===== config.mk =====
export PLATFORM = sky130hd
export DESIGN_NAME = line_packet_frame_assembler_top_flat
export DESIGN_NICKNAME = d
export VERILOG_FILES = /design/src/hdl/lpfa_pkg.sv /design/src/hdl/lpfa_intf.sv /design/src/hdl/lpfa_cfg_regs.sv /design/src/hdl/lpfa_assembler_core.sv /design/src/hdl/lpfa_result_fifo.sv /design/src/hdl/line_packet_frame_assembler_top.sv /design/src/flat_wrapper.sv
export SDC_FILE = /design/constraint.sdc
export NUM_CORES = 2
export LEC_CHECK = 0
export ABC_AREA = 1
export BUFFER_PORTS_ARGS = -buffer_cell sky130_fd_sc_hd__buf_2
export CORE_MARGIN = 5
export CORE_UTILIZATION = 50
export CTS_CLUSTER_SIZE = 25
export DETAILED_ROUTE_END_ITERATION = 8
export PLACE_DENSITY = 0.66
export SLEW_MARGIN = 20
export SYNTH_ARGS = -nofsm -noshare
export SYNTH_HDL_FRONTEND = slang
export SYNTH_HIERARCHICAL = 1
export SYNTH_SLANG_ARGS = --single-unit

===== constraint.sdc =====
create_clock -name clk -period 12.73 [get_ports clk]
set_input_delay 1.273 -clock clk [delete_from_list [all_inputs] [get_ports clk]]
set_output_delay 1.273 -clock clk [all_outputs]
set_load 0.05 [all_outputs]

===== src/hdl/lpfa_pkg.sv =====
package lpfa_pkg;

    localparam int ADDR_BITS = 23;
    localparam int WORD_W = 32;
    localparam int LPF_W = 12;
    localparam int LB_W = 13;
    localparam int FRAME_END_W = LPF_W + LB_W;
    localparam int PAY_W = 24;
    localparam int POS_W = 5;
    localparam int PROD_W = WORD_W + LB_W;
    localparam int CFG_IDX_W = 2;
    localparam int RESULT_DEPTH = 4;
    localparam int RESULT_PTR_W = $clog2(RESULT_DEPTH);
    localparam int RESULT_CNT_W = RESULT_PTR_W + 1;

    localparam logic [POS_W-1:0] HEADER_LEN = POS_W'(18);
    localparam logic [POS_W-1:0] START_END = POS_W'(4);
    localparam logic [POS_W-1:0] COUNT_END = POS_W'(8);
    localparam logic [POS_W-1:0] TAG_OFFSET = POS_W'(14);

    localparam logic [WORD_W-1:0] EXPECTED_TAG_RESET = 32'h1111_1111;
    localparam logic [LPF_W-1:0] LINES_PER_FRAME_RESET = LPF_W'(1440);
    localparam logic [LB_W-1:0] LINE_BYTES_RESET = LB_W'(3240);

    localparam logic [PAY_W-1:0] PAYLOAD_MAX = {PAY_W{1'b1}};

    typedef enum logic [1:0] {
        ST_ACCEPTED = 2'd0,
        ST_WRONG_TAG = 2'd1,
        ST_LINE_OVERFLOW = 2'd2,
        ST_RUNT = 2'd3
    } status_t;

    typedef enum logic {
        KIND_WRITE = 1'b0,
        KIND_STATUS = 1'b1
    } kind_t;

    typedef enum logic [CFG_IDX_W-1:0] {
        REG_EXPECTED_TAG = 2'd0,
        REG_LINES_PER_FRAME = 2'd1,
        REG_LINE_BYTES = 2'd2
    } reg_idx_t;

    typedef struct packed {
        logic [WORD_W-1:0] expected_tag;
        logic [LPF_W-1:0] lines_per_frame;
        logic [LB_W-1:0] line_bytes;
        logic [FRAME_END_W-1:0] frame_end;
    } cfg_t;

    typedef struct packed {
        kind_t kind;
        logic [ADDR_BITS-1:0] write_address;
        logic [7:0] write_byte;
        status_t status_code;
        logic address_clipped;
        logic frame_done;
        logic last_result;
    } result_t;

    typedef struct packed {
        logic [1:0] count;
        result_t first;
        result_t second;
    } push_t;

endpackage


===== src/hdl/lpfa_intf.sv =====
interface lpfa_in_if;
    logic valid;
    logic ready;
    logic [7:0] data_byte;
    logic packet_end;

    modport source (output valid, output data_byte, output packet_end, input ready);
    modport sink (input valid, input data_byte, input packet_end, output ready);
endinterface

interface lpfa_out_if;
    import lpfa_pkg::*;

    logic valid;
    logic ready;
    logic kind;
    logic [ADDR_BITS-1:0] write_address;
    logic [7:0] write_byte;
    logic [1:0] status_code;
    logic address_clipped;
    logic frame_done;
    logic last_result;

    modport source (
        output valid, output kind, output write_address, output write_byte,
        output status_code, output address_clipped, output frame_done,
        output last_result, input ready
    );
    modport sink (
        input valid, input kind, input write_address, input write_byte,
        input status_code, input address_clipped, input frame_done,
        input last_result, output ready
    );
endinterface

interface lpfa_cfg_if;
    import lpfa_pkg::*;

    logic valid;
    logic ready;
    logic [CFG_IDX_W-1:0] index;
    logic [WORD_W-1:0] data;

    modport source (output valid, output index, output data, input ready);
    modport sink (input valid, input index, input data, output ready);
endinterface


===== src/hdl/lpfa_cfg_regs.sv =====
module lpfa_cfg_regs (
    input  logic            clk,
    input  logic            rst_n,
    lpfa_cfg_if.sink        cfg,
    output lpfa_pkg::cfg_t  regs
);
    import lpfa_pkg::*;

    logic [WORD_W-1:0] tag_reg;
    logic [LPF_W-1:0] lpf_reg;
    logic [LB_W-1:0] lb_reg;
    logic [FRAME_END_W-1:0] frame_end_reg;

    assign cfg.ready = 1'b1;

    always_ff @(posedge clk or negedge rst_n)
    begin
        if (!rst_n)
        begin
            tag_reg <= EXPECTED_TAG_RESET;
            lpf_reg <= LINES_PER_FRAME_RESET;
            lb_reg <= LINE_BYTES_RESET;
        end
        else if (cfg.valid && cfg.ready)
        begin
            unique case (reg_idx_t'(cfg.index))
                REG_EXPECTED_TAG:    tag_reg <= cfg.data;
                REG_LINES_PER_FRAME: lpf_reg <= cfg.data[LPF_W-1:0];
                REG_LINE_BYTES:      lb_reg <= cfg.data[LB_W-1:0];
                default:             ;
            endcase
        end
    end

    // The frame size is registered from the line registers, so it follows them in the next cycle.
    always_ff @(posedge clk)
    begin
        frame_end_reg <= FRAME_END_W'(lpf_reg) * FRAME_END_W'(lb_reg);
    end

    assign regs.expected_tag = tag_reg;
    assign regs.lines_per_frame = lpf_reg;
    assign regs.line_bytes = lb_reg;
    assign regs.frame_end = frame_end_reg;

endmodule


===== src/hdl/lpfa_assembler_core.sv =====
module lpfa_assembler_core (
    input  logic            clk,
    input  logic            rst_n,
    lpfa_in_if.sink         packet,
    input  lpfa_pkg::cfg_t  regs,
    input  logic            room,
    output lpfa_pkg::push_t push
);
    import lpfa_pkg::*;

    localparam logic [ADDR_BITS:0] ADDR_LIMIT = (ADDR_BITS + 1)'(1) << ADDR_BITS;

    logic in_valid_reg;
    logic [7:0] in_byte_reg;
    logic in_end_reg;
    logic fire;

    logic [POS_W-1:0] pos_reg, pos_next;
    logic [WORD_W-1:0] start_reg, start_next;
    logic [WORD_W-1:0] count_reg, count_next;
    logic [WORD_W-1:0] tag_reg, tag_next;
    logic [LPF_W-1:0] lines_reg, lines_next;
    status_t verdict_reg, verdict_next;
    logic [ADDR_BITS:0] next_addr_reg, next_addr_next;
    logic [PAY_W-1:0] left_reg, left_next;
    logic clip_reg, clip_next;

    logic [ADDR_BITS:0] start_prod_reg;
    logic [PAY_W-1:0] pay_prod_reg;
    logic [PROD_W-1:0] start_full;
    logic [PROD_W-1:0] pay_full;

    logic [WORD_W-1:0] tag_full;
    logic [WORD_W:0] judge_sum;
    logic [LPF_W-1:0] lines_sum;
    logic frame_done;
    logic in_range;
    logic wr_valid;
    logic st_valid;
    result_t wr_res;
    result_t st_res;

    assign fire = in_valid_reg && room;
    assign packet.ready = !in_valid_reg || fire;

    always_ff @(posedge clk or negedge rst_n)
    begin
        if (!rst_n)
        begin
            in_valid_reg <= 1'b0;
        end
        else if (packet.ready)
        begin
            in_valid_reg <= packet.valid;
        end
    end

    always_ff @(posedge clk)
    begin
        if (packet.valid && packet.ready)
        begin
            in_byte_reg <= packet.data_byte;
            in_end_reg <= packet.packet_end;
        end
    end

    // Header products settle long before the last header byte arrives.
    assign start_full = PROD_W'(start_reg) * PROD_W'(regs.line_bytes);
    assign pay_full = PROD_W'(count_reg) * PROD_W'(regs.line_bytes);

    always_ff @(posedge clk)
    begin
        start_prod_reg <= (start_full > PROD_W'(ADDR_LIMIT)) ? ADDR_LIMIT
                                                              : start_full[ADDR_BITS:0];
        pay_prod_reg <= (pay_full > PROD_W'(PAYLOAD_MAX)) ? PAYLOAD_MAX
                                                           : pay_full[PAY_W-1:0];
    end

    assign tag_full = {tag_reg[WORD_W-9:0], in_byte_reg};
    assign judge_sum = (WORD_W + 1)'(lines_reg) + (WORD_W + 1)'(count_reg);
    assign lines_sum = lines_reg + count_reg[LPF_W-1:0];
    assign in_range = (FRAME_END_W'(next_addr_reg) < regs.frame_end) && !next_addr_reg[ADDR_BITS];

    always_comb
    begin
        pos_next = pos_reg;
        start_next = start_reg;
        count_next = count_reg;
        tag_next = tag_reg;
        lines_next = lines_reg;
        verdict_next = verdict_reg;
        next_addr_next = next_addr_reg;
        left_next = left_reg;
        clip_next = clip_reg;
        frame_done = 1'b0;
        wr_valid = 1'b0;
        st_valid = 1'b0;

        if (fire)
        begin
            if (pos_reg < HEADER_LEN)
            begin
                if (pos_reg < START_END)
                begin
                    start_next = {start_reg[WORD_W-9:0], in_byte_reg};
                end
                else if (pos_reg < COUNT_END)
                begin
                    count_next = {count_reg[WORD_W-9:0], in_byte_reg};
                end
                else if (pos_reg >= TAG_OFFSET)
                begin
                    tag_next = tag_full;
                end
                pos_next = pos_reg + POS_W'(1);
                if (pos_reg == HEADER_LEN - POS_W'(1))
                begin
                    if (tag_full != regs.expected_tag)
                    begin
                        verdict_next = ST_WRONG_TAG;
                    end
                    else if (judge_sum > (WORD_W + 1)'(regs.lines_per_frame))
                    begin
                        verdict_next = ST_LINE_OVERFLOW;
                    end
                    else
                    begin
                        verdict_next = ST_ACCEPTED;
                        left_next = pay_prod_reg;
                        next_addr_next = start_prod_reg;
                    end
                end
            end
            else if (verdict_reg == ST_ACCEPTED && left_reg != '0)
            begin
                if (in_range)
                begin
                    wr_valid = 1'b1;
                end
                else
                begin
                    clip_next = 1'b1;
                end
                left_next = left_reg - PAY_W'(1);
                if (!next_addr_reg[ADDR_BITS])
                begin
                    next_addr_next = next_addr_reg + (ADDR_BITS + 1)'(1);
                end
            end

            if (in_end_reg)
            begin
                st_valid = 1'b1;
                if (pos_next >= HEADER_LEN && verdict_next == ST_ACCEPTED)
                begin
                    frame_done = (lines_sum == regs.lines_per_frame);
                    lines_next = frame_done ? '0 : lines_sum;
                end
                pos_next = '0;
                start_next = '0;
                count_next = '0;
                tag_next = '0;
                verdict_next = ST_ACCEPTED;
                next_addr_next = '0;
                left_next = '0;
            end
        end
    end

    always_comb
    begin
        wr_res.kind = KIND_WRITE;
        wr_res.write_address = next_addr_reg[ADDR_BITS-1:0];
        wr_res.write_byte = in_byte_reg;
        wr_res.status_code = ST_ACCEPTED;
        wr_res.address_clipped = 1'b0;
        wr_res.frame_done = 1'b0;
        wr_res.last_result = !in_end_reg;

        st_res.kind = KIND_STATUS;
        st_res.write_address = '0;
        st_res.write_byte = '0;
        st_res.status_code = (pos_reg < HEADER_LEN && pos_reg != HEADER_LEN - POS_W'(1))
                             ? ST_RUNT
                             : ((pos_reg < HEADER_LEN) ? verdict_next_hdr() : verdict_reg);
        st_res.address_clipped = clip_next;
        st_res.frame_done = frame_done;
        st_res.last_result = 1'b1;

        push.count = {1'b0, wr_valid} + {1'b0, st_valid};
        push.first = wr_valid ? wr_res : st_res;
        push.second = st_res;
    end

    // Verdict of a header whose last byte is in the input register.
    function automatic status_t verdict_next_hdr();
        status_t v;
        if (tag_full != regs.expected_tag)
        begin
            v = ST_WRONG_TAG;
        end
        else if (judge_sum > (WORD_W + 1)'(regs.lines_per_frame))
        begin
            v = ST_LINE_OVERFLOW;
        end
        else
        begin
            v = ST_ACCEPTED;
        end
        return v;
    endfunction

    always_ff @(posedge clk or negedge rst_n)
    begin
        if (!rst_n)
        begin
            pos_reg <= '0;
            start_reg <= '0;
            count_reg <= '0;
            tag_reg <= '0;
            lines_reg <= '0;
            verdict_reg <= ST_ACCEPTED;
            next_addr_reg <= '0;
            left_reg <= '0;
            clip_reg <= 1'b0;
        end
        else
        begin
            pos_reg <= pos_next;
            start_reg <= start_next;
            count_reg <= count_next;
            tag_reg <= tag_next;
            lines_reg <= lines_next;
            verdict_reg <= verdict_next;
            next_addr_reg <= next_addr_next;
            left_reg <= left_next;
            clip_reg <= (fire && in_end_reg) ? 1'b0 : clip_next;
        end
    end

    assert property (@(posedge clk) disable iff (!rst_n) pos_reg <= HEADER_LEN)
        else $error("Header position ran past the header length.");

    assert property (@(posedge clk) disable iff (!rst_n)
        left_reg != '0 |-> (pos_reg == HEADER_LEN && verdict_reg == ST_ACCEPTED))
        else $error("Payload pending outside an accepted packet.");

    assert property (@(posedge clk) disable iff (!rst_n)
        fire && in_end_reg |=> (pos_reg == '0 && left_reg == '0 && !clip_reg))
        else $error("Packet state not cleared after the last byte.");

    assert property (@(posedge clk) disable iff (!rst_n)
        in_valid_reg && !room |=> in_valid_reg)
        else $error("Held request dropped while the result queue was full.");

endmodule


===== src/hdl/lpfa_result_fifo.sv =====
module lpfa_result_fifo (
    input  logic            clk,
    input  logic            rst_n,
    input  lpfa_pkg::push_t push,
    output logic            room,
    lpfa_out_if.source      result
);
    import lpfa_pkg::*;

    result_t mem [RESULT_DEPTH];
    logic [RESULT_PTR_W-1:0] wr_ptr_reg;
    logic [RESULT_PTR_W-1:0] rd_ptr_reg;
    logic [RESULT_CNT_W-1:0] cnt_reg;
    logic pop;
    result_t head;

    assign room = cnt_reg <= RESULT_CNT_W'(RESULT_DEPTH - 2);
    assign pop = result.valid && result.ready;
    assign head = mem[rd_ptr_reg];

    always_ff @(posedge clk)
    begin
        if (push.count != 2'd0)
        begin
            mem[wr_ptr_reg] <= push.first;
        end
        if (push.count == 2'd2)
        begin
            mem[wr_ptr_reg + RESULT_PTR_W'(1)] <= push.second;
        end
    end

    always_ff @(posedge clk or negedge rst_n)
    begin
        if (!rst_n)
        begin
            wr_ptr_reg <= '0;
            rd_ptr_reg <= '0;
            cnt_reg <= '0;
        end
        else
        begin
            wr_ptr_reg <= wr_ptr_reg + RESULT_PTR_W'(push.count);
            rd_ptr_reg <= rd_ptr_reg + RESULT_PTR_W'(pop);
            cnt_reg <= cnt_reg + RESULT_CNT_W'(push.count) - RESULT_CNT_W'(pop);
        end
    end

    assign result.valid = cnt_reg != '0;
    assign result.kind = head.kind;
    assign result.write_address = head.write_address;
    assign result.write_byte = head.write_byte;
    assign result.status_code = head.status_code;
    assign result.address_clipped = head.address_clipped;
    assign result.frame_done = head.frame_done;
    assign result.last_result = head.last_result;

    assert property (@(posedge clk) disable iff (!rst_n)
        cnt_reg <= RESULT_CNT_W'(RESULT_DEPTH))
        else $error("Result queue overfilled.");

endmodule


===== src/hdl/line_packet_frame_assembler_top.sv =====
// Line packet frame assembler.
// The packet channel takes one packet byte per request, with packet_end set on
// the last byte. The first 18 bytes are the header; later bytes are payload.
// The result channel returns frame memory writes (kind 0) and one status per
// packet (kind 1, on its last byte); last_result marks the final result of a byte.
// The cfg channel writes expected_tag (index 0), lines_per_frame (index 1) and
// line_bytes (index 2); it is always ready. The user writes it only while idle; the block does not enforce this.
// A byte is taken into an input register and decoded once the queue has room for
// two results; its results are then written into a four-entry result queue, from
// which the first result of a byte is offered to the receiver.
// One byte is accepted every cycle while the queue has room for two results.
// The last byte of a packet may yield a write and a status together; these
// leave the queue one per cycle while the receiver is ready.
// When the receiver stalls, the queue fills and the packet channel drops ready
// until room returns; no result is lost or repeated.
// Reset clears the header state, the line total and the queue, and loads the
// registers with tag 0x11111111, 1440 lines per frame and 3240 bytes per line.
module line_packet_frame_assembler_top (
    input  logic        clk,
    input  logic        rst_n,
    lpfa_in_if.sink     packet,
    lpfa_cfg_if.sink    cfg,
    lpfa_out_if.source  result
);
    import lpfa_pkg::*;

    cfg_t regs;
    push_t push;
    logic room;

    lpfa_cfg_regs u_cfg_regs (
        .clk   (clk),
        .rst_n (rst_n),
        .cfg   (cfg),
        .regs  (regs)
    );

    lpfa_assembler_core u_core (
        .clk    (clk),
        .rst_n  (rst_n),
        .packet (packet),
        .regs   (regs),
        .room   (room),
        .push   (push)
    );

    lpfa_result_fifo u_result_fifo (
        .clk    (clk),
        .rst_n  (rst_n),
        .push   (push),
        .room   (room),
        .result (result)
    );

endmodule

===== src/flat_wrapper.sv =====
// flat-port wrapper written by rule: the top's interface ports become plain ports
module line_packet_frame_assembler_top_flat import lpfa_pkg::*;
  (clk, rst_n, packet_valid, packet_data_byte, packet_packet_end, packet_ready, cfg_valid, cfg_index, cfg_data, cfg_ready, result_valid, result_kind, result_write_address, result_write_byte, result_status_code, result_address_clipped, result_frame_done, result_last_result, result_ready);
  lpfa_in_if packet_i ();
  lpfa_cfg_if cfg_i ();
  lpfa_out_if result_i ();
  input  logic clk;
  input  logic rst_n;
  input wire logic [$bits(packet_i.valid)-1:0] packet_valid;
  input wire logic [$bits(packet_i.data_byte)-1:0] packet_data_byte;
  input wire logic [$bits(packet_i.packet_end)-1:0] packet_packet_end;
  output wire logic [$bits(packet_i.ready)-1:0] packet_ready;
  input wire logic [$bits(cfg_i.valid)-1:0] cfg_valid;
  input wire logic [$bits(cfg_i.index)-1:0] cfg_index;
  input wire logic [$bits(cfg_i.data)-1:0] cfg_data;
  output wire logic [$bits(cfg_i.ready)-1:0] cfg_ready;
  output wire logic [$bits(result_i.valid)-1:0] result_valid;
  output wire logic [$bits(result_i.kind)-1:0] result_kind;
  output wire logic [$bits(result_i.write_address)-1:0] result_write_address;
  output wire logic [$bits(result_i.write_byte)-1:0] result_write_byte;
  output wire logic [$bits(result_i.status_code)-1:0] result_status_code;
  output wire logic [$bits(result_i.address_clipped)-1:0] result_address_clipped;
  output wire logic [$bits(result_i.frame_done)-1:0] result_frame_done;
  output wire logic [$bits(result_i.last_result)-1:0] result_last_result;
  input wire logic [$bits(result_i.ready)-1:0] result_ready;
  assign packet_i.valid = packet_valid;
  assign packet_i.data_byte = packet_data_byte;
  assign packet_i.packet_end = packet_packet_end;
  assign packet_ready = packet_i.ready;
  assign cfg_i.valid = cfg_valid;
  assign cfg_i.index = cfg_index;
  assign cfg_i.data = cfg_data;
  assign cfg_ready = cfg_i.ready;
  assign result_valid = result_i.valid;
  assign result_kind = result_i.kind;
  assign result_write_address = result_i.write_address;
  assign result_write_byte = result_i.write_byte;
  assign result_status_code = result_i.status_code;
  assign result_address_clipped = result_i.address_clipped;
  assign result_frame_done = result_i.frame_done;
  assign result_last_result = result_i.last_result;
  assign result_i.ready = result_ready;
  line_packet_frame_assembler_top u_core (.clk(clk), .rst_n(rst_n), .packet(packet_i), .cfg(cfg_i), .result(result_i));
endmodule

After elaboration in Yosys (flattened, before gate mapping) --
Memory sizes are Yosys's and may differ from the RTL's. Cells that the tools add are included.
Storage, ports and cells: bits in writable memories 148, output and inout bits 40, input port bits 48, word-level logic and storage cells 148, memories kept 1, register bits 303
Memory list:
- u_core.u_result_fifo.mem | depth 4, bits a word 37, rd ports 1, clocked after Yosys merged registers in 0, write ports 2, line lpfa_result_fifo.sv:10 | result_t mem [RESULT_DEPTH];
Operators by class: eq/ne operators 13, multiply operators 3, magnitude comparators 10, reduce and logical (&&, ||, !) cells 32, multiplexer cells 56, add/sub/neg operators 11
Operators with widths (number):
- 24-bit two-way mux | 18
- 32-bit two-way mux | 7
- 45-bit by 24-bit > comparator with 1-bit output, second input constant | 2
- 32-bit by 13-bit multiplier with 45-bit output | 2
- 37-bit two-way mux | 1
- 12-bit by 32-bit adder with 33-bit output | 1
- 33-bit by 12-bit > comparator with 1-bit output | 1
- 32-bit inequality test | 1
- 24-bit by 25-bit less-than comparator with 1-bit output | 1
- 12-bit by 13-bit multiplier with 25-bit output | 1
- 24-bit by 1-bit adder with 24-bit output, second input constant | 1
- 24-bit nonzero test | 1
- 24-bit by 1-bit subtractor with 24-bit output, second input constant | 1
- 1-bit two-way mux | 18
- 2-bit two-way mux | 8
- 5-bit two-way mux | 3
- 12-bit adder | 1
- 12-bit == test | 1
- 12-bit two-way mux | 1
- 5-bit AND reduction | 2
- 2-bit nonzero test | 5
- 3-bit inequality test, second input constant | 3
- 1-bit logical AND | 8
- 2-bit zero test | 3
- other kinds (26) | 34

Longest topological paths before layout --
word-level depth 13, depth in mapped cells 31, gate-level depth less buffers 28

By module --
Netlist, hierarchy kept.
By module, submodules not included:
- lpfa_assembler_core | area an instance 40951.8 um2, cells an instance 5591, times used 1, seq. area each 5159.9 um2
- lpfa_cfg_regs | area an instance 8186.6 um2, cells an instance 1003, times used 1, seq. area each 1948.1 um2
- lpfa_result_fifo | area an instance 7693.6 um2, cells an instance 819, times used 1, seq. area each 4619.4 um2

Worst setup path before layout --
No wires, ideal clock.
path kind reg-to-reg, start register u_core.u_cfg_regs.lb_reg[11], end register u_core.u_core.pay_prod_reg[0], library setup time 0.129 ns, cell stages (with the launch flop) 25, period minus slack after synthesis 5.821 ns, path buffers 3, arrival 5.692 ns, path slack 6.909 ns, required time 12.601 ns, path through dfstp_2 clkbuf_1 buf_1 nand2_1 fa_1 inv_1 fa_1 inv_1 fa_1 fa_1 fa_1 inv_1 ha_1 a21oi_1 inv_1 a31oi_1 o21ai_0 a21oi_1 nand3_1 xnor2_1 nor2_1 nand2_1 nor2_2 buf_2 nand4_1
Between the ends: longest elaborated chain between the ends 2
Ends and longest elaborated chain:
- from (decl) | line lpfa_cfg_regs.sv:11 | logic [LB_W-1:0] lb_reg;
- from (signal assigned) | line lpfa_cfg_regs.sv:29 | REG_LINE_BYTES: lb_reg <= cfg.data[LB_W-1:0];
- 32-bit by 13-bit multiplier with 45-bit output | line lpfa_assembler_core.sv:69 | assign pay_full = PROD_W'(count_reg) * PROD_W'(regs.line_bytes);
- 45-bit by 24-bit > comparator with 1-bit output | line lpfa_assembler_core.sv:75 | pay_prod_reg <= (pay_full > PROD_W'(PAYLOAD_MAX)) ? PAYLOAD_MAX
- to (signal assigned) | line lpfa_assembler_core.sv:75
- to (decl) | line lpfa_assembler_core.sv:29 | logic [PAY_W-1:0] pay_prod_reg;
Every way passes these cells. A chain may end at the register's enable or synchronous reset.

Worst setup path after layout --
start register u_core.u_cfg_regs.lb_reg[10], end register u_core.u_core.pay_prod_reg[13]
Between the ends: longest elaborated chain between the ends 2
Ends and longest elaborated chain (line):
- 32-bit by 13-bit multiplier with 45-bit output (*) | lpfa_assembler_core.sv:69
- 45-bit by 24-bit > comparator with 1-bit output | lpfa_assembler_core.sv:75
Mark *: on every way between the ends. The rest lies on a longest branch, timed or not.

==> impl_metrics.ini <==
[timing]
slew_headroom_pct = 21.5
setup_viol = 0
rsz0062_at_grt = no
setup_tns_ns = 0
finalCriticalPeriod_ns = 7.80
min_period_over_period_pct = 61.3
finalHoldViolations = 0
slew_violations = 0
max_freq_mhz = 128
tightest_slew_ns = 1.18
finalClockSkew_ns = 0.0288

[power_and_ir_drop]
p_int_mw = 6.45
pwr-share-clk_pct = 10.1
leakagePower_nw = 31.8
p_comb_share_pct = 72.8
switching_share_pct = 58.2
power.density_mw_per_mm2 = 258
seqPwrFrac_pct = 17.2
p_sw_mw = 8.96
ir_drop_mv = 0.302
finalPower_mw = 15.4

[synthesis]
synth_area_mm2 = 0.0568
yosysSeqAreaShare_pct = 20.6
synth_common_cells = 1990 x nand2_1, 1704 x inv_1, 772 x fa_1
yosysMostFrequentCell = nand2_1
netlist.area_leader.share_pct = 27.2
synth_largest_area_cell = fa_1
synth_edf_count = 157
ys.flop_type = dfrtp_1
syn-mean-instance-area_um2 = 7.67
synth_area_leaders = fa_1 27%, nand2_1 13%, inv_1 11%
postSynth.asyncResetShare_pct = 49.0
synth-seq-cells = 451
synth_cell_type_count = 67
ys.warnings.count = 6
synthCells = 7413

[run_status]
status = completed

[setup_path]
crit_type = reg2reg
start_kind = flop
r2r_slack_ns = 4.93
regToRegStartpoint = u_core/u_cfg_regs/lb_reg[10]
crit_path_max_fanout = 30
crit_arrival_ns = 8.23
required_ns = 13.16
endpoint_kind = flop
r2r_cells = 23
rr_endpoint = u_core/u_core/pay_prod_reg[13]

[global_routing]
grt_max_degree = 163
grt_pass1_wl_um = 262000
antenna_found_initial = 1
grt_pass1_vias = 47500
groute.usage.overall_pct = 27.2
grt.overflow.total = 0

[cts]
cts_tree = done
clockBufferDepth = 3
h-tree-depth = 2
clkSlewWorstSetupHoldPaths_ns = 0.06
post-cts-setup-buffers = 0
cts_hold_buf = 0
cts_made_buffers = 53
clk_latency_ns = 0.64
cts.sinks = 451
cts.repair.resized = 0
clk_root_buffer_cell = clkbuf_16

[finish]
largest_reg_flops = 148
nFillCells = 10800
finalNetCount = 8385
top_register = u_core/u_result_fifo/mem
syn_to_final_growth_pct = 4.99
diodes = 0
drive_above_1_share_pct = 5.84

[routing]
viasPerCell = 5.27
wl_per_cell_um = 18.5
topRoutingLayerUsed = met5
met1_length_um = 70800
drt_iter0_drc = 3789
wirelength_um = 163000
route.met2.wl_um = 73500
num_vias = 46400
drc = 0
wl_met3_um = 13100
drt_first_pass_iters = 8
ant_nets = 0

[worst_hold_path]
hold_start = u_core/u_core/lines_reg[5]
hold_path.class = reg2reg
min_to = u_core/u_core/lines_reg[5]
min_path_cells = 2

[floorplan]
die_w_um = 347
die_y_um = 347
coreArea_mm2 = 0.113
num_io_pins = 88
dieArea_mm2 = 0.121
std_cell_rows = 123
start_util_pct = 50.4

[flow_run]
cap_violations = 0

[place]
post-dp-hpwl_um = 124000
routabilityCongestion = 0.997
port-buffer-count = 86
-- cells by family after synthesis --
| family | after synthesis | share of synthesized area (%) |
|---|---|---|
| compound gates | 748 | 7.44 |
| xor+xnor | 123 | 1.91 |
| fa+ha+maj | 1071 | 33.8 |
| buf+inv | 2085 | 14.6 |
| flops | 451 | 20.6 |
| mux | 33 | 0.654 |
| other cells | 3 | 0.0198 |
| simple gates | 2899 | 21.0 |
-- critical path: stages, from the launching register on --
cell and delay, ns:
dfstp_2 1.00, buf_4 0.43, buf_4 0.42, nand2_1 0.12, fa_1 0.51, inv_1 0.05
fa_1 0.51, fa_1 0.52, fa_1 0.54, inv_1 0.06, fa_1 0.55, inv_1 0.05
ha_1 0.38, nand2_1 0.11, nor2_1 0.11, inv_1 0.09, nor4_1 0.48, nand3_1 0.13
nand3_1 0.15, xor2_1 0.08, nor2_1 0.10, nand2_1 0.07, nor2_2 0.83, nand4_1 0.24
-- routing by layer --
layer / vias up / GRT usage (%)
met5: - / 0
met4: 2 / 8.04
met3: 258 / 4.74
met2: 1627 / 43.6
met1: 22700 / 38.0
li1: 21800 / -
-- metrics by stage --
stage / std cells / setup slack, ns / hold slack [ns] / util (%) / area, um^2
after global placement: 8711 / 5.26 / 0.465 / 51.4 / 57900
after global routing: 8811 / 4.43 / 0.509 / 53.0 / 59700
after floorplan: 7444 / 6.91 / 0.442 / - / 56900
after detailed placement: 8711 / 5.09 / 0.467 / 51.4 / 57900
final: 8811 / 4.93 / 0.488 / 53.0 / 59700
after CTS: 8811 / 5.02 / 0.485 / 53.0 / 59700
-- layout by cell type (no fill, tap or decap), types with 29 or more instances in the layout --
cell type / n
a21oi_1: 141
buf_2: 85
buf_4: 41
clkbuf_16: 56
conb_1: 34
dfrtp_1: 195
dfxtp_1: 73
edfxtp_1: 157
fa_1: 772
ha_1: 299
inv_1: 1703
nand2_1: 1989
nand2_2: 29
nand3_1: 206
nand4_1: 103
nor2_1: 442
nor3_1: 33
o21ai_0: 358
o21ai_1: 71
o22ai_1: 35
xnor2_1: 60
xor2_1: 62
-- cell type report --
class                   count  area (um^2)  share of cell area [%]
clock inverters            23          228                   0.382
well taps                1500         1880                    3.15
clock buffers              77         1570                    2.62
multi-input cells        4908        37000                    62.0
flip-flops and latches    451        11700                    19.7
inverters                1724         6470                    10.8
repair buffers            128          768                    1.29
-- how the worst max path moves through the flow --
stage / from / endpoint / slack (ns) / cells past startpoint
final: u_core/u_cfg_regs/lb_reg[10] / u_core/u_core/pay_prod_reg[13] / 4.93 / 23
after global routing: u_core/u_cfg_regs/lb_reg[10] / u_core/u_core/pay_prod_reg[13] / 4.43 / 23
after CTS: u_core/u_cfg_regs/lb_reg[10] / u_core/u_core/pay_prod_reg[13] / 5.02 / 23
after detailed placement: u_core/u_cfg_regs/lb_reg[10] / u_core/u_core/pay_prod_reg[13] / 5.09 / 23
after global placement: u_core/u_cfg_regs/lb_reg[10] / u_core/u_core/pay_prod_reg[3] / 5.26 / 23
after floorplan: u_core/u_cfg_regs/lb_reg[11] / u_core/u_core/pay_prod_reg[0] / 6.91 / 24
-- power groups by stage --
stage / clock network (mW) / logic [mW] / registers [mW]
2_1_floorplan: 0 / 8.35 / 2.09
3_3_place_gp: 0 / 10.8 / 2.63
3_5_place_dp: 0 / 11.0 / 2.65
4_1_cts: 1.58 / 11.0 / 2.62
5_1_grt: 1.64 / 12.6 / 2.68
6_report: 1.55 / 11.2 / 2.64
No activity file was read; power rests on OpenSTA's default activity.
